## src/rtl/amvt_pkg.sv

```systemverilog
`default_nettype none
// ----------------------------------------------------------------------------
// Adjacency matrix vertex table package
// Shared constants, command and status codes, and controller/datapath types.
// ----------------------------------------------------------------------------
package amvt_pkg;

  localparam int MAX_VERTICES_DEF = 64;
  localparam int LABEL_W = 8;
  localparam int INDEX_W = 6;
  localparam int TOTAL_W = 7;

  localparam logic [1:0] CMD_ADD_EDGE = 2'd0;
  localparam logic [1:0] CMD_DELETE   = 2'd1;
  localparam logic [1:0] CMD_READ     = 2'd2;
  localparam logic [1:0] CMD_CLEAR    = 2'd3;

  localparam logic [1:0] ST_OK        = 2'd0;
  localparam logic [1:0] ST_NOT_FOUND = 2'd1;
  localparam logic [1:0] ST_FULL      = 2'd2;
  localparam logic [1:0] ST_RANGE     = 2'd3;

  localparam logic [3:0] OP_NONE     = 4'd0;
  localparam logic [3:0] OP_LOAD     = 4'd1;
  localparam logic [3:0] OP_SCAN     = 4'd2;
  localparam logic [3:0] OP_ADD_A    = 4'd3;
  localparam logic [3:0] OP_ADD_B    = 4'd4;
  localparam logic [3:0] OP_RD_A     = 4'd5;
  localparam logic [3:0] OP_WR_A     = 4'd6;
  localparam logic [3:0] OP_RD_B     = 4'd7;
  localparam logic [3:0] OP_WR_B     = 4'd8;
  localparam logic [3:0] OP_DEL_INIT = 4'd9;
  localparam logic [3:0] OP_DEL      = 4'd10;
  localparam logic [3:0] OP_DEL_END  = 4'd11;
  localparam logic [3:0] OP_RD1      = 4'd12;
  localparam logic [3:0] OP_RD2      = 4'd13;
  localparam logic [3:0] OP_RD3      = 4'd14;
  localparam logic [3:0] OP_CLEAR    = 4'd15;

  typedef struct packed {
    logic [3:0] op;
    logic       res_set;
    logic [1:0] res_status;
  } ctl_t;

  typedef struct packed {
    logic scan_done;
    logic del_done;
    logic found_a;
    logic full;
    logic range_err;
  } sts_t;

endpackage
`default_nettype wire

```

## src/rtl/amvt_ctrl.sv

```systemverilog
`default_nettype none
// ----------------------------------------------------------------------------
// Adjacency matrix vertex table controller
// Sequences lookup, insert, compaction, read and clear steps for one word at a time.
// ----------------------------------------------------------------------------
module amvt_ctrl (
  input  wire logic          clk,
  input  wire logic          rst,
  input  wire logic          in_valid,
  output logic               in_ready,
  input  wire logic [1:0]    command,
  output logic               out_valid,
  input  wire logic          out_ready,
  input  wire amvt_pkg::sts_t sts,
  output amvt_pkg::ctl_t     ctl
);
  import amvt_pkg::*;

  localparam logic [3:0] S_IDLE   = 4'd0;
  localparam logic [3:0] S_SCAN   = 4'd1;
  localparam logic [3:0] S_DECIDE = 4'd2;
  localparam logic [3:0] S_ADD_A  = 4'd3;
  localparam logic [3:0] S_ADD_B  = 4'd4;
  localparam logic [3:0] S_RD_A   = 4'd5;
  localparam logic [3:0] S_WR_A   = 4'd6;
  localparam logic [3:0] S_RD_B   = 4'd7;
  localparam logic [3:0] S_WR_B   = 4'd8;
  localparam logic [3:0] S_DEL    = 4'd9;
  localparam logic [3:0] S_RD1    = 4'd10;
  localparam logic [3:0] S_RD2    = 4'd11;
  localparam logic [3:0] S_RD3    = 4'd12;
  localparam logic [3:0] S_CLR    = 4'd13;
  localparam logic [3:0] S_OUT    = 4'd14;

  logic [3:0] state, state_next;
  logic [1:0] cmd, cmd_next;

  always_ff @(posedge clk) begin
    if (rst) begin
      state <= S_IDLE;
      cmd   <= CMD_ADD_EDGE;
    end else begin
      state <= state_next;
      cmd   <= cmd_next;
    end
  end

  always_comb begin
    state_next = state;
    cmd_next = cmd;
    ctl = '{op: OP_NONE, res_set: 1'b0, res_status: ST_OK};
    in_ready = 1'b0;
    out_valid = 1'b0;
    unique case (state)
      S_IDLE: begin
        in_ready = 1'b1;
        if (in_valid) begin
          ctl.op = OP_LOAD;
          cmd_next = command;
          unique case (command)
            CMD_ADD_EDGE, CMD_DELETE: state_next = S_SCAN;
            CMD_READ: state_next = S_RD1;
            default: state_next = S_CLR;
          endcase
        end
      end
      S_SCAN: begin
        if (sts.scan_done) begin
          state_next = S_DECIDE;
        end else begin
          ctl.op = OP_SCAN;
        end
      end
      S_DECIDE: begin
        if (cmd == CMD_ADD_EDGE) begin
          if (sts.full) begin
            ctl.res_set = 1'b1;
            ctl.res_status = ST_FULL;
            state_next = S_OUT;
          end else begin
            state_next = S_ADD_A;
          end
        end else if (!sts.found_a) begin
          ctl.res_set = 1'b1;
          ctl.res_status = ST_NOT_FOUND;
          state_next = S_OUT;
        end else begin
          ctl.op = OP_DEL_INIT;
          state_next = S_DEL;
        end
      end
      S_ADD_A: begin
        ctl.op = OP_ADD_A;
        state_next = S_ADD_B;
      end
      S_ADD_B: begin
        ctl.op = OP_ADD_B;
        state_next = S_RD_A;
      end
      S_RD_A: begin
        ctl.op = OP_RD_A;
        state_next = S_WR_A;
      end
      S_WR_A: begin
        ctl.op = OP_WR_A;
        state_next = S_RD_B;
      end
      S_RD_B: begin
        ctl.op = OP_RD_B;
        state_next = S_WR_B;
      end
      S_WR_B: begin
        ctl.op = OP_WR_B;
        ctl.res_set = 1'b1;
        ctl.res_status = ST_OK;
        state_next = S_OUT;
      end
      S_DEL: begin
        if (sts.del_done) begin
          ctl.op = OP_DEL_END;
          ctl.res_set = 1'b1;
          ctl.res_status = ST_OK;
          state_next = S_OUT;
        end else begin
          ctl.op = OP_DEL;
        end
      end
      S_RD1: begin
        if (sts.range_err) begin
          ctl.res_set = 1'b1;
          ctl.res_status = ST_RANGE;
          state_next = S_OUT;
        end else begin
          ctl.op = OP_RD1;
          state_next = S_RD2;
        end
      end
      S_RD2: begin
        ctl.op = OP_RD2;
        state_next = S_RD3;
      end
      S_RD3: begin
        ctl.op = OP_RD3;
        ctl.res_set = 1'b1;
        ctl.res_status = ST_OK;
        state_next = S_OUT;
      end
      S_CLR: begin
        ctl.op = OP_CLEAR;
        ctl.res_set = 1'b1;
        ctl.res_status = ST_OK;
        state_next = S_OUT;
      end
      S_OUT: begin
        out_valid = 1'b1;
        if (out_ready) begin
          state_next = S_IDLE;
        end
      end
      default: state_next = S_IDLE;
    endcase
  end

endmodule
`default_nettype wire

```

## config.mk

```make
export PLATFORM = sky130hd
export DESIGN_NAME = amvt_ctrl
export DESIGN_NICKNAME = d
export VERILOG_FILES = /design/src/rtl/amvt_pkg.sv /design/src/rtl/amvt_ctrl.sv
export SDC_FILE = /design/constraint.sdc
export NUM_CORES = 1
export LEC_CHECK = 0
export BUFFER_PORTS_ARGS = -buffer_cell sky130_fd_sc_hd__buf_2
export CORE_AREA = 2 2 39 41
export CTS_BUF_LIST = sky130_fd_sc_hd__clkbuf_4 sky130_fd_sc_hd__clkbuf_8
export DETAILED_ROUTE_END_ITERATION = 16
export DIE_AREA = 0 0 41 43
export PLACE_DENSITY = 0.74
export SKIP_LAST_GASP = 1
export SLEW_MARGIN = 5
export SYNTH_ARGS = -nofsm -noshare
export SYNTH_HDL_FRONTEND = slang
export SYNTH_SLANG_ARGS = --single-unit
```

## constraint.sdc

```tcl
create_clock -name clk -period 4.4 [get_ports clk]
set_clock_uncertainty 0.15 [all_clocks]
set_input_delay 0.88 -clock clk [delete_from_list [all_inputs] [get_ports clk]]
set_output_delay 0.88 -clock clk [all_outputs]
set_load 0.02 [all_outputs]
```

# ---- Word level (Yosys, flattened, before mapping)
# Index checks and enable logic that the tools add are counted.
dict set report totals {
  ff_bits 6
  in_bits 11
  output_inout_bits 9
  word_cells 54
}
dict set report classes {
  eq_ne 20
  muxes 25
  reduce_logical 7
}
# cell n
set op_table {}
lappend op_table {{case mux 4 bit (14 select lines)} 1}
lappend op_table {{case mux 4 bit (13 select lines)} 1}
lappend op_table {{2-to-1 mux 4 bit} 9}
lappend op_table {{equality test 4 bit (second input constant)} 7}
lappend op_table {{2-to-1 mux 3 bit} 7}
lappend op_table {{equality test 4 x 3 -> 1 bit (second input constant)} 4}
lappend op_table {{case mux 3 bit (4 select lines)} 1}
lappend op_table {{equality test 4 x 2 -> 1 bit (second input constant)} 2}
lappend op_table {{inequality test 2 bit (second input constant)} 4}
lappend op_table {{case mux 4 bit (2 select lines)} 1}
lappend op_table {{equality test 4 x 1 -> 1 bit (second input constant)} 1}
lappend op_table {{zero test 2 bit} 2}
lappend op_table {{zero test 4 bit} 1}
lappend op_table {{2-to-1 mux 1 bit} 4}
lappend op_table {{AND reduction 4 bit} 1}
lappend op_table {{OR reduction 3 bit} 1}
lappend op_table {{equality test 2 x 1 -> 1 bit (second input constant)} 1}
lappend op_table {{equality test 2 bit (second input constant)} 1}
lappend op_table {{2-to-1 mux 2 bit} 1}
lappend op_table {{AND reduction 2 bit} 1}
lappend op_table {{OR reduction 2 bit} 1}

# ---- Longest topological paths before layout
# Gate-level depths: netlist of the first run.
dict set report logic_depth {
  depth_word 5
  ltp_mapped 6
  depth_no_buf 5
}

# ---- Worst setup path after synthesis of the first run
# Ideal clock, no wire load.
dict set report synth_timing {
  path_kind {input port to output port}
  start {in sts[2] in the netlist's numbering}
  end {out ctl[3] in the netlist's numbering}
  arrival_ns 1.801
  t_required_ns 3.370
  slack_ns 1.569
  cell_stages 3
  n_path_buf 0
  cell_sequence {o211a_1 -> a21oi_1 -> o41ai_1}
}
# item line_no
set synth_lines {}
lappend synth_lines {{from (decl)} amvt_ctrl.sv:14} ;# input wire amvt_pkg::sts_t sts,
lappend synth_lines {{to (decl)} amvt_ctrl.sv:15} ;# output amvt_pkg::ctl_t ctl

==> summary.txt, run 1 <==
Synthesis
  – Area contributors post-synth: dfxtp_1, nand2_1, a21oi_1
  – Synth top area share: 0.1932
  – EDFF count, synth: 0
  – Ys flop type: dfxtp_1
  – Number of synthesized register bits: 6
  – Syn Area/Cell: 6.759 sq um
  – Syn. warnings: 0
  – Largest area contributor in the netlist: dfxtp_1
  – Register area share after synthesis: 0.1932
  – Mapped Cells: 92
  – Async set-reset flop share out of synthesis: 0
  – Syn nets: 103
  – Synth cell types: 36
  – Syn Std Cell Area: 621.8 sq um

STA
  – Fin crit share: 0.6721
  – Maximum clock frequency: 0.3382 GHz
  – Unrepaired setup endpoints after global routing: no
  – Min Tclk post-route: about 3.0 ns
  – Final count of negative-setup-slack endpoints: 0
  – Slew HR: 0.5345
  – Final Hold Vio Count: 0
  – Worst slew pin tran: 0.6973 ns
  – Pins Over Slew Limit: 0
  – Setup TNS: 0 ns

CTS
  – Max clock buf depth: 2
  – Root Buffer: clkbuf_4
  – Clock Latency Late Sink: 0.24 ns
  – TritonCTS clock tree: yes
  – Hold buffers post-CTS: 0
  – CTS sink cnt: 6
  – Setup Fix Bufs, Post-CTS: 0
  – CTS buffer count: 3
  – Clock transition at path regs: around 0.05 ns
  – CTS resizes: 0
  – H-Tree Depth: 1

Pwr
  – Clock group share of total power: 0.091
  – Int Power: 0.0002636 W
  – Sw Ratio: 0.5334
  – Power density over the cells: 782.5 mW/mm^2
  – Worst VDD drop: 0.5086 mV
  – Sw Pwr: 0.0003013 W
  – Sequential power share: 0.284
  – Leak Pwr: 0.3301 nW
  – Power Total: 0.0005649 W
  – Share of total power in combinational logic: 0.625

Hold path
  – Worst hold-check path type: reg2reg

Die
  – Core area: 0.001384 sq mm
  – # rows: 14
  – Die Height: 43 um
  – Die width: 41 um
  – Die area: 0.001763 sq mm
  – Initial Utilization: 0.4494
  – # IOs: 20

Run status
  – Status: finished, final reports clean

Global routing
  – Largest net degree at the start of global routing: 26
  – Vias in the first global route: approximately 570
  – Global-route wire length before repair: 2352 um
  – GRT Util Overall: 0.1889
  – Overflow after GRT: 0
  – Initial antenna violation count: 0

Layout
  – Layout area overhead: 16.10%
  – Final instance area: 721.9 sq um
  – Share of cells above drive strength 1: 0.2430
  – Diode count: 0
  – Fillers: 134
  – Finished Layout Cells: about 120
  – Final #Nets: 120
  – Multi-input combinational cell area: 445.4 sq um
  – Final core utilization: 0.5217
  – Flip-flop and latch area: 120.1 sq um

Placed design
  – Placer Congestion: ~0.81
  – DP Cell Count: 120
  – # port buffers: 19
  – HPWL Detailed: between 1000 and 1500 um
  – Post-Place Cell Area: 699.4 sq um

Drt
  – DR vias/cell: 6.008
  – Routed vias: 739
  – Met2 Wirelength: 745 um
  – DRC viols: 0
  – Top Metal Used: met3
  – Iter 0 DRT Violations: 24
  – Initial DRT Pass Iterations: 4
  – DRT antenna net count: 0
  – Detailed Route WL: approximately 1500 um
  – Wl on met1: 663 um
  – Avg WL per Cell: about 12 um
  – WL met3: 90 um

Critical path
  – Crit-path max FO: 25
  – Setup Crit Path Kind: reg2out
  – Startpoint Class: flop
  – Worst EP required: 3.37 ns
  – Worst Path Arrival: 1.93 ns
  – CP Capture Type: output port

Job
  – Max-cap viol count: 0
-- final cells by class --
type	count	area share
Clock buffer	3	0.03120
Inverter	5	0.02600
Multi-Input combinational cell	74	0.6170
Sequential cell	6	0.1664
Tap cell	16	0.02773
Timing Repair Buffer	19	0.1317
-- synthesized netlist by cell type (all sizes together) (2+ instances only) --
cell,instances
a22oi,2
buf,4
nor2b,3
o21ai,5
or4,2
a31oi,3
nor3,5
inv,5
nand2,11
nor2,6
o211ai,2
a21oi,8
clkbuf,3
and2,2
a21o,2
nand3,2
nand2b,5
dfxtp,6
nor3b,3
-- sequential cells by signal, indices dropped and copies added (netlist names) --
signal	flops
state	4
cmd	2
-- per-stage QoR --
step           hold slack (ns)  worst slack, ns
2_1_floorplan           0.3146            1.569
4_1_cts                 0.3599            1.449
3_5_place_dp            0.3533            1.473
3_3_place_gp            0.3450            1.483
5_1_grt                 0.3832            1.231
6_report                0.3565            1.443
-- kinds of logic (layout without fill, tap and decap cells) --
logic type / Yosys count / count (layout) / synth area share
buffers and inverters: 12 / 27 / 0.09054
and+or+nand+nor: 44 / 44 / 0.3904
DFF: 6 / 6 / 0.1932
AOI/OAI and AO/OA: 30 / 30 / 0.3260
-- worst max-delay path, stage by stage (launching register included) --
cell and delay [ns]:
dfxtp_1 0.76, nand2_1 0.24, and2_1 0.24, o21ai_0 0.16
o41ai_1 0.09, buf_2 0.18
-- per-layer routing --
layer,track usage,vias to the layer above
li1,-,368
met1,0.2484,338
met2,0.3000,33
met3,0.06283,0
met4,0.02000,0
met5,0,-
-- final timing paths --
path,endpoint,startpoint,slack (ns),cells past startpoint
setup reg to reg,state[1],state[3],2.55,4
setup / recovery,ctl[3],state[3],1.44,5
hold reg to reg,cmd[0],cmd[0],0.36,2
hold / removal,cmd[0],cmd[0],0.36,2
-- power groups by stage --
stage / Clock [W] / Combinational (W) / Sequential [W]
after global placement: 0 / 0.000350 / 0.000160
after global routing: 0.0000567 / 0.000393 / 0.000169
after floorplan: 0 / 0.000347 / 0.0000902
after detailed placement: 0 / 0.000352 / 0.000162
final: 0.0000512 / 0.000353 / 0.000161
after CTS: 0.0000522 / 0.000354 / 0.000160
-- layout by cell type (no fill, tap or decap), drive strengths merged, types with 2 or more instances in the layout --
cell    Yosys  final
buf         4     19
nand2      11     11
a21oi       8      8
dfxtp       6      6
nor2        6      6
inv         5      5
nand2b      5      5
nor3        5      5
o21ai       5      5
nor3b       3      3
nor2b       3      3
a31oi       3      3
clkbuf      3      3
a22oi       2      2
and2        2      2
a21o        2      2
nand3       2      2
o211ai      2      2
or4         2      2
No activity file was read; power rests on OpenSTA's default activity.
==> inputs of run 2 (changes only) <==
Clock period 4.4 ns to 3 ns, I/O delays scaled along.
==> run 2 against run 1 <==
Against the previous run:
- register-to-register slack worse by 1.4 ns
- routed wire length is 2.4% higher
- critical path type unchanged
- critical endpoint unchanged
- highest routed layer is now met4
- largest cell class unchanged
- count of clock-buffer cells in the layout stayed put
- sequential power is 37% higher
==> summary.txt, run 2 (synthesis results as in run 1) <==
Critical path
  – CP endpoint: ctl[3]
  – Cell count along the critical path: 5 (unchanged)
  – CP max stage delay: 0.65 ns (-0.11 ns)
  – Cell breakdown of the critical path: nand2_1 > and2_1 > o21ai_0 > o41ai_1 > buf_2
  – R2r setup slk: 1.10 ns (-1.45 ns)
  – Worst path slowest cell: dfxtp_1
  – Worst EP required: 2.25 ns (-1.12 ns)
  – R2R depth: 5 (+1)
  – Startpoint Class: flop
  – Worst Path Arrival: 1.74 ns (-0.19 ns)
  – Crit path buffers/inverters: 1 (unchanged)
  – CP top delay family: flip-flops
  – RR Endpoint: state[3]
  – Setup Crit Path Kind: reg2out
  – CP Capture Type: output port
  – Crit-path max FO: 18 (-28%)
  – Crit path from: state[1]
  – R2R Path Start: state[3]

Placed design
  – DP Cell Count: 121 (+0.83%)
  – Placer Congestion: 0.8363 (+3.3%)
  – Post-Place Setup Slack: 0.6041 ns (-0.8687 ns)
  – HPWL Detailed: 1168 um (+3.6%)
  – # port buffers: 19 (unchanged)
  – Post-Place Cell Area: 706.9 sq um (+1.1%)

Run status
  – Status: finished, final reports clean

Layout
  – Max FFs per register: 4 (unchanged)
  – Final #Nets: 121 (+0.83%)
  – Commonest non-fill, non-tap cell in the layout: buf_2
  – Finished Layout Cells: 124 (+0.81%)
  – Flip-flop and latch area: 120.1 sq um (unchanged)
  – Layout area overhead: 17.30%
  – Fillers: 151 (+13%)
  – Most flops, register: state
  – Diode count: 0 (unchanged)
  – Final instance area: 729.5 sq um (+1.0%)
  – Regs by FF count: state x4, cmd x2
  – Multi-input combinational cell area: 445.4 sq um (unchanged)
  – Most frequent cells in the layout: buf_2, nand2_1, a21oi_1
  – Share of cells above drive strength 1: 0.2500 (+0.007009)

STA
  – Setup TNS: 0 ns (unchanged)
  – Unrepaired setup endpoints after global routing: no
  – Worst slew pin tran: 0.5606 ns (-0.1367 ns)
  – Fin crit share: 0.8316
  – Final count of negative-setup-slack endpoints: 0 (unchanged)
  – Worst hold slack: 0.3526 ns (-0.003841 ns)
  – Min Tclk post-route: 2.495 ns
  – Pins Over Slew Limit: 0 (unchanged)
  – Maximum clock frequency: 0.4008 GHz
  – Slew HR: 0.6258 (+0.09129)
  – Fin worst setup slack: 0.5052 ns (-0.9377 ns)
  – Final Hold Vio Count: 0 (unchanged)

Die
  – Die width: 41 um (unchanged)
  – Die area: 0.001763 sq mm (unchanged)
  – Die Height: 43 um (unchanged)
  – Core area: 0.001384 sq mm (unchanged)
  – Initial Utilization: 0.4494 (unchanged)
  – # rows: 14 (unchanged)
  – # IOs: 20 (unchanged)

Global routing
  – Overflow after GRT: 0 (unchanged)
  – Largest net degree at the start of global routing: 20 (-23%)
  – Initial antenna violation count: 0 (unchanged)
  – Global-route wire length before repair: 2325 um (-1.1%)
  – Vias in the first global route: 572 (+0.88%)
  – GRT Util Overall: 0.1879 (-0.001005)

CTS
  – CTS resizes: 0 (unchanged)
  – TritonCTS clock tree: yes
  – CTS sink cnt: 6 (unchanged)
  – Setup Fix Bufs, Post-CTS: 0 (unchanged)
  – H-Tree Depth: 1 (unchanged)
  – Clock transition at path regs: 0.05 ns (about the same)
  – Hold buffers post-CTS: 0 (unchanged)
  – Max clock buf depth: 2 (unchanged)
  – Clock Latency Late Sink: 0.25 ns (about the same)
  – Root Buffer: clkbuf_4
  – CTS buffer count: 3 (unchanged)

Drt
  – Avg WL per Cell: 12.38 um (+1.6%)
  – DR vias/cell: 5.960 (-0.81%)
  – DRT antenna net count: 0 (unchanged)
  – Detailed Route WL: 1535 um (+2.4%)
  – Iter 0 DRT Violations: 21 (-13%)
  – Initial DRT Pass Iterations: 4 (unchanged)
  – Routed vias: 739 (unchanged)
  – DRC viols: 0 (unchanged)

Pwr
  – Power density over the cells: 1153 mW/mm^2 (+47%)
  – Leak Pwr: 0.3353 nW (+1.6%)
  – Worst VDD drop: 0.4839 mV (-4.9%)

Job
  – Max-cap viol count: 0 (unchanged)

Hold path
  – Worst hold-check path type: reg2reg
  – Hold depth: 2 (unchanged)
-- run 2: cell types whose count changed in the layout (fill, tap and decap cells not counted) --
cell	change
buf_4	+1
-- run 2: per-layer routing --
layer / track usage / wire length [um]
met1: 0.2355 / 671
met2: 0.3094 / 774
met3: 0.06283 / 86
met4: 0.02000 / 2
met5: 0 / 0
-- run 2: area by class of cell --
type,instances,share of cell area
inverter,5,0.02573
timing repair buffer,20,0.1407
clock buffer,3,0.03087
tap,16,0.02744
sequential,6,0.1647
multi-input combinational,74,0.6106
-- run 2: worst min-delay path: stages (launching register included) --
cell     delay (ns)
dfxtp_1        0.33
nand2_1        0.06
a21oi_1        0.05
-- run 2: worst min-delay path by stage --
stage                     startpoint  endpoint  slack [ns]
after global routing          cmd[0]    cmd[0]        0.37
final                         cmd[0]    cmd[0]        0.35
after detailed placement      cmd[0]    cmd[0]        0.35
after CTS                     cmd[0]    cmd[0]        0.35
after global placement        cmd[0]    cmd[0]        0.34
after floorplan               cmd[0]    cmd[0]        0.31
-- run 2: power by group --
part           internal [W]   total, W  switching, W
clock network     0.0000452  0.0000736     0.0000284
logic              0.000235   0.000547      0.000311
registers          0.000113   0.000221      0.000108
total              0.000394   0.000841      0.000447
-- run 2: stage by stage --
stage / utilization / power, W
2_1_floorplan: - / 0.0006409
3_3_place_gp: 0.5109 / 0.0007526
3_5_place_dp: 0.5109 / 0.0007641
4_1_cts: 0.5271 / 0.0008393
5_1_grt: 0.5271 / 0.0009105
6_report: 0.5271 / 0.0008409
==> inputs of run 3 (changes only) <==
Settings changed: CORE_AREA 2 2 39 41 to not set, CORE_UTILIZATION set to 46, DIE_AREA 0 0 41 43 to not set, PLACE_DENSITY 0.74 to 0.76.
Clock period 3 ns to 2 ns, I/O delays scaled along.
==> run 3 against run 2 <==
Against the previous run:
- non-clock buffer count is 4 higher
- worst setup slack lost 0.45 ns
- power grew 72%
- utilization up 16 points
==> summary.txt, run 3 (synthesis results as in run 1) <==
Run status
  – Status: finished, final reports clean

Layout
  – Most flops, register: state
  – Most frequent cells in the layout: buf_2, nand2_1, a21oi_1
  – Layout area overhead: 30.18%
  – Max FFs per register: 4 (unchanged)
  – Final instance area: 809.5 sq um (+11%)
  – Final core utilization: 0.6825 (+0.1554)
  – Finished Layout Cells: 126 (+1.6%)
  – Final #Nets: 125 (+3.3%)
  – Commonest non-fill, non-tap cell in the layout: buf_2
  – Diode count: 0 (unchanged)
  – Share of cells above drive strength 1: 0.3661 (+0.1161)
  – Regs by FF count: state x4, cmd x2

CTS
  – CTS buffer count: 3 (unchanged)
  – Hold buffers post-CTS: 0 (unchanged)
  – Setup Fix Bufs, Post-CTS: 0 (unchanged)
  – TritonCTS clock tree: yes
  – Root Buffer: clkbuf_4
  – H-Tree Depth: 1 (unchanged)
  – Max clock buf depth: 2 (unchanged)
  – Clock Latency Late Sink: 0.24 ns (about the same)
  – Clock transition at path regs: 0.04 ns (about the same)
  – CTS sink cnt: 6 (unchanged)

Die
  – Core area: 0.001186 sq mm (-14%)
  – Die Height: 38.77 um (-9.8%)
  – # IOs: 20 (unchanged)
  – Initial Utilization: 0.5243 (+0.07489)
  – Die width: 38.77 um (-5.5%)
  – # rows: 12 (-2)
  – Die area: 0.001503 sq mm (-15%)

STA
  – Worst slew pin tran: 0.4238 ns (-0.1368 ns)
  – Min Tclk post-route: just under 2 ns
  – Slew HR: 0.7168 (+0.09107)
  – Final Hold Vio Count: 0 (unchanged)
  – Fin worst setup slack: 0.05848 ns (-0.4467 ns)
  – Final count of negative-setup-slack endpoints: 0 (unchanged)
  – Worst hold slack: 0.2350 ns (-0.1176 ns)
  – Pins Over Slew Limit: 0 (unchanged)
  – Unrepaired setup endpoints after global routing: yes
  – Maximum clock frequency: 0.5151 GHz
  – Fin crit share: 0.9708

Pwr
  – Power density over the cells: 1783 mW/mm^2 (+55%)
  – Sequential power share: 0.199 (-0.064)
  – Sw Pwr: 0.0007437 W (+66%)
  – Clock group share of total power: 0.075 (-0.013)
  – Sw Ratio: 0.5152 (-0.01664)
  – Worst VDD drop: 1.087 mV (+120%)
  – Int Power: 0.0006998 W (+78%)
  – Leak Pwr: 0.3735 nW (+11%)
  – Share of total power in combinational logic: 0.726 (+0.076)

Placed design
  – Post-Place Cell Area: 747.0 sq um (+5.7%)
  – Post-Place Setup Slack: 0.04858 ns (-0.5555 ns)
  – DP Cell Count: 123 (+1.7%)
  – Placer Congestion: 0.8823 (+5.5%)
  – # port buffers: 19 (unchanged)
  – HPWL Detailed: 1284 um (+9.9%)

Drt
  – Iter 0 DRT Violations: 20 (-4.8%)
  – DR vias/cell: 6.024 (+1.1%)
  – DRT antenna net count: 0 (unchanged)
  – Routed vias: 759 (+2.7%)
  – Initial DRT Pass Iterations: 4 (unchanged)
  – DRC viols: 0 (unchanged)
  – Avg WL per Cell: 13.73 um (+11%)
  – Detailed Route WL: 1730 um (+13%)

Critical path
  – CP Capture Type: output port
  – Setup Crit Path Kind: reg2out
  – Worst Path Arrival: 1.39 ns (-0.35 ns)
  – Startpoint Class: flop
  – Worst EP required: 1.45 ns (-0.80 ns)
  – Crit-path max FO: 11 (-7)

Global routing
  – Global-route wire length before repair: 2684 um (+15%)
  – Initial antenna violation count: 0 (unchanged)
  – Vias in the first global route: 652 (+14%)
  – Largest net degree at the start of global routing: 19 (-5.0%)
  – Overflow after GRT: 0 (unchanged)
  – GRT Util Overall: 0.2569 (+0.06893)

Job
  – Max-cap viol count: 0 (unchanged)

Hold path
  – Worst hold-check path type: in2reg
==> run 3: what timing repair did <==
item / CTS / global route
endpoints found under the setup margin: 4 / 5
pin swaps: 0 / 1
gates resized for setup: 5 / 10
==> run 3: critical path: stages (launching register included) <==
cell	delay, ns
dfxtp_2	0.47
inv_1	0.16
nand2_1	0.11
a22oi_1	0.08
o21ai_0	0.13
buf_2	0.18
==> run 3: routing by layer <==
| layer | part of all wire | global-route usage | routed length (um) |
|---|---|---|---|
| met2 | 0.49 | 0.4417 | 851 |
| met3 | 0.046 | 0.08671 | 80 |
| met4 | 0 | 0 | 0 |
| met5 | 0 | 0 | 0 |
| met1 | 0.46 | 0.3264 | 798 |
==> run 3: power by group through the flow <==
| stage | clock network (W) | registers, W | logic, W |
|---|---|---|---|
| detailed placement | 0 | 0.000264 | 0.000972 |
| global route | 0.000119 | 0.000294 | 0.00116 |
| CTS | 0.000113 | 0.000270 | 0.000980 |
| floorplan | 0 | 0.000199 | 0.000787 |
| finish | 0.000108 | 0.000287 | 0.00105 |
| global placement | 0 | 0.000260 | 0.000953 |
==> run 3: stage by stage <==
stage / power (W) / TNS, ns
after floorplan: 0.0009851 / -0.001362
after global placement: 0.001213 / 0
after detailed placement: 0.001236 / 0
after CTS: 0.001363 / -0.01847
after global routing: 0.001570 / -0.1045
final: 0.001443 / 0
==> run 3: final timing paths <==
path                            endpoint  startpoint  slack [ns]  cells past startpoint
worst max-delay path              ctl[6]    state[0]        0.06                      5
worst min-delay path              cmd[0]         rst        0.24                      2
worst max register to register  state[0]    state[2]        0.30                      5
worst min register to register    cmd[0]      cmd[0]        0.36                      2
==> run 3: layout make-up <==
type | instances | area, sq um
Timing Repair Buffer | 24 | 135.1
Sequential cell | 6 | 126.4
Clock buffer | 3 | 22.52
Inverter | 5 | 18.77
Tap cell | 14 | 17.52
Fill cell | 124 | 376.6
Multi-Input combinational cell | 74 | 489.2
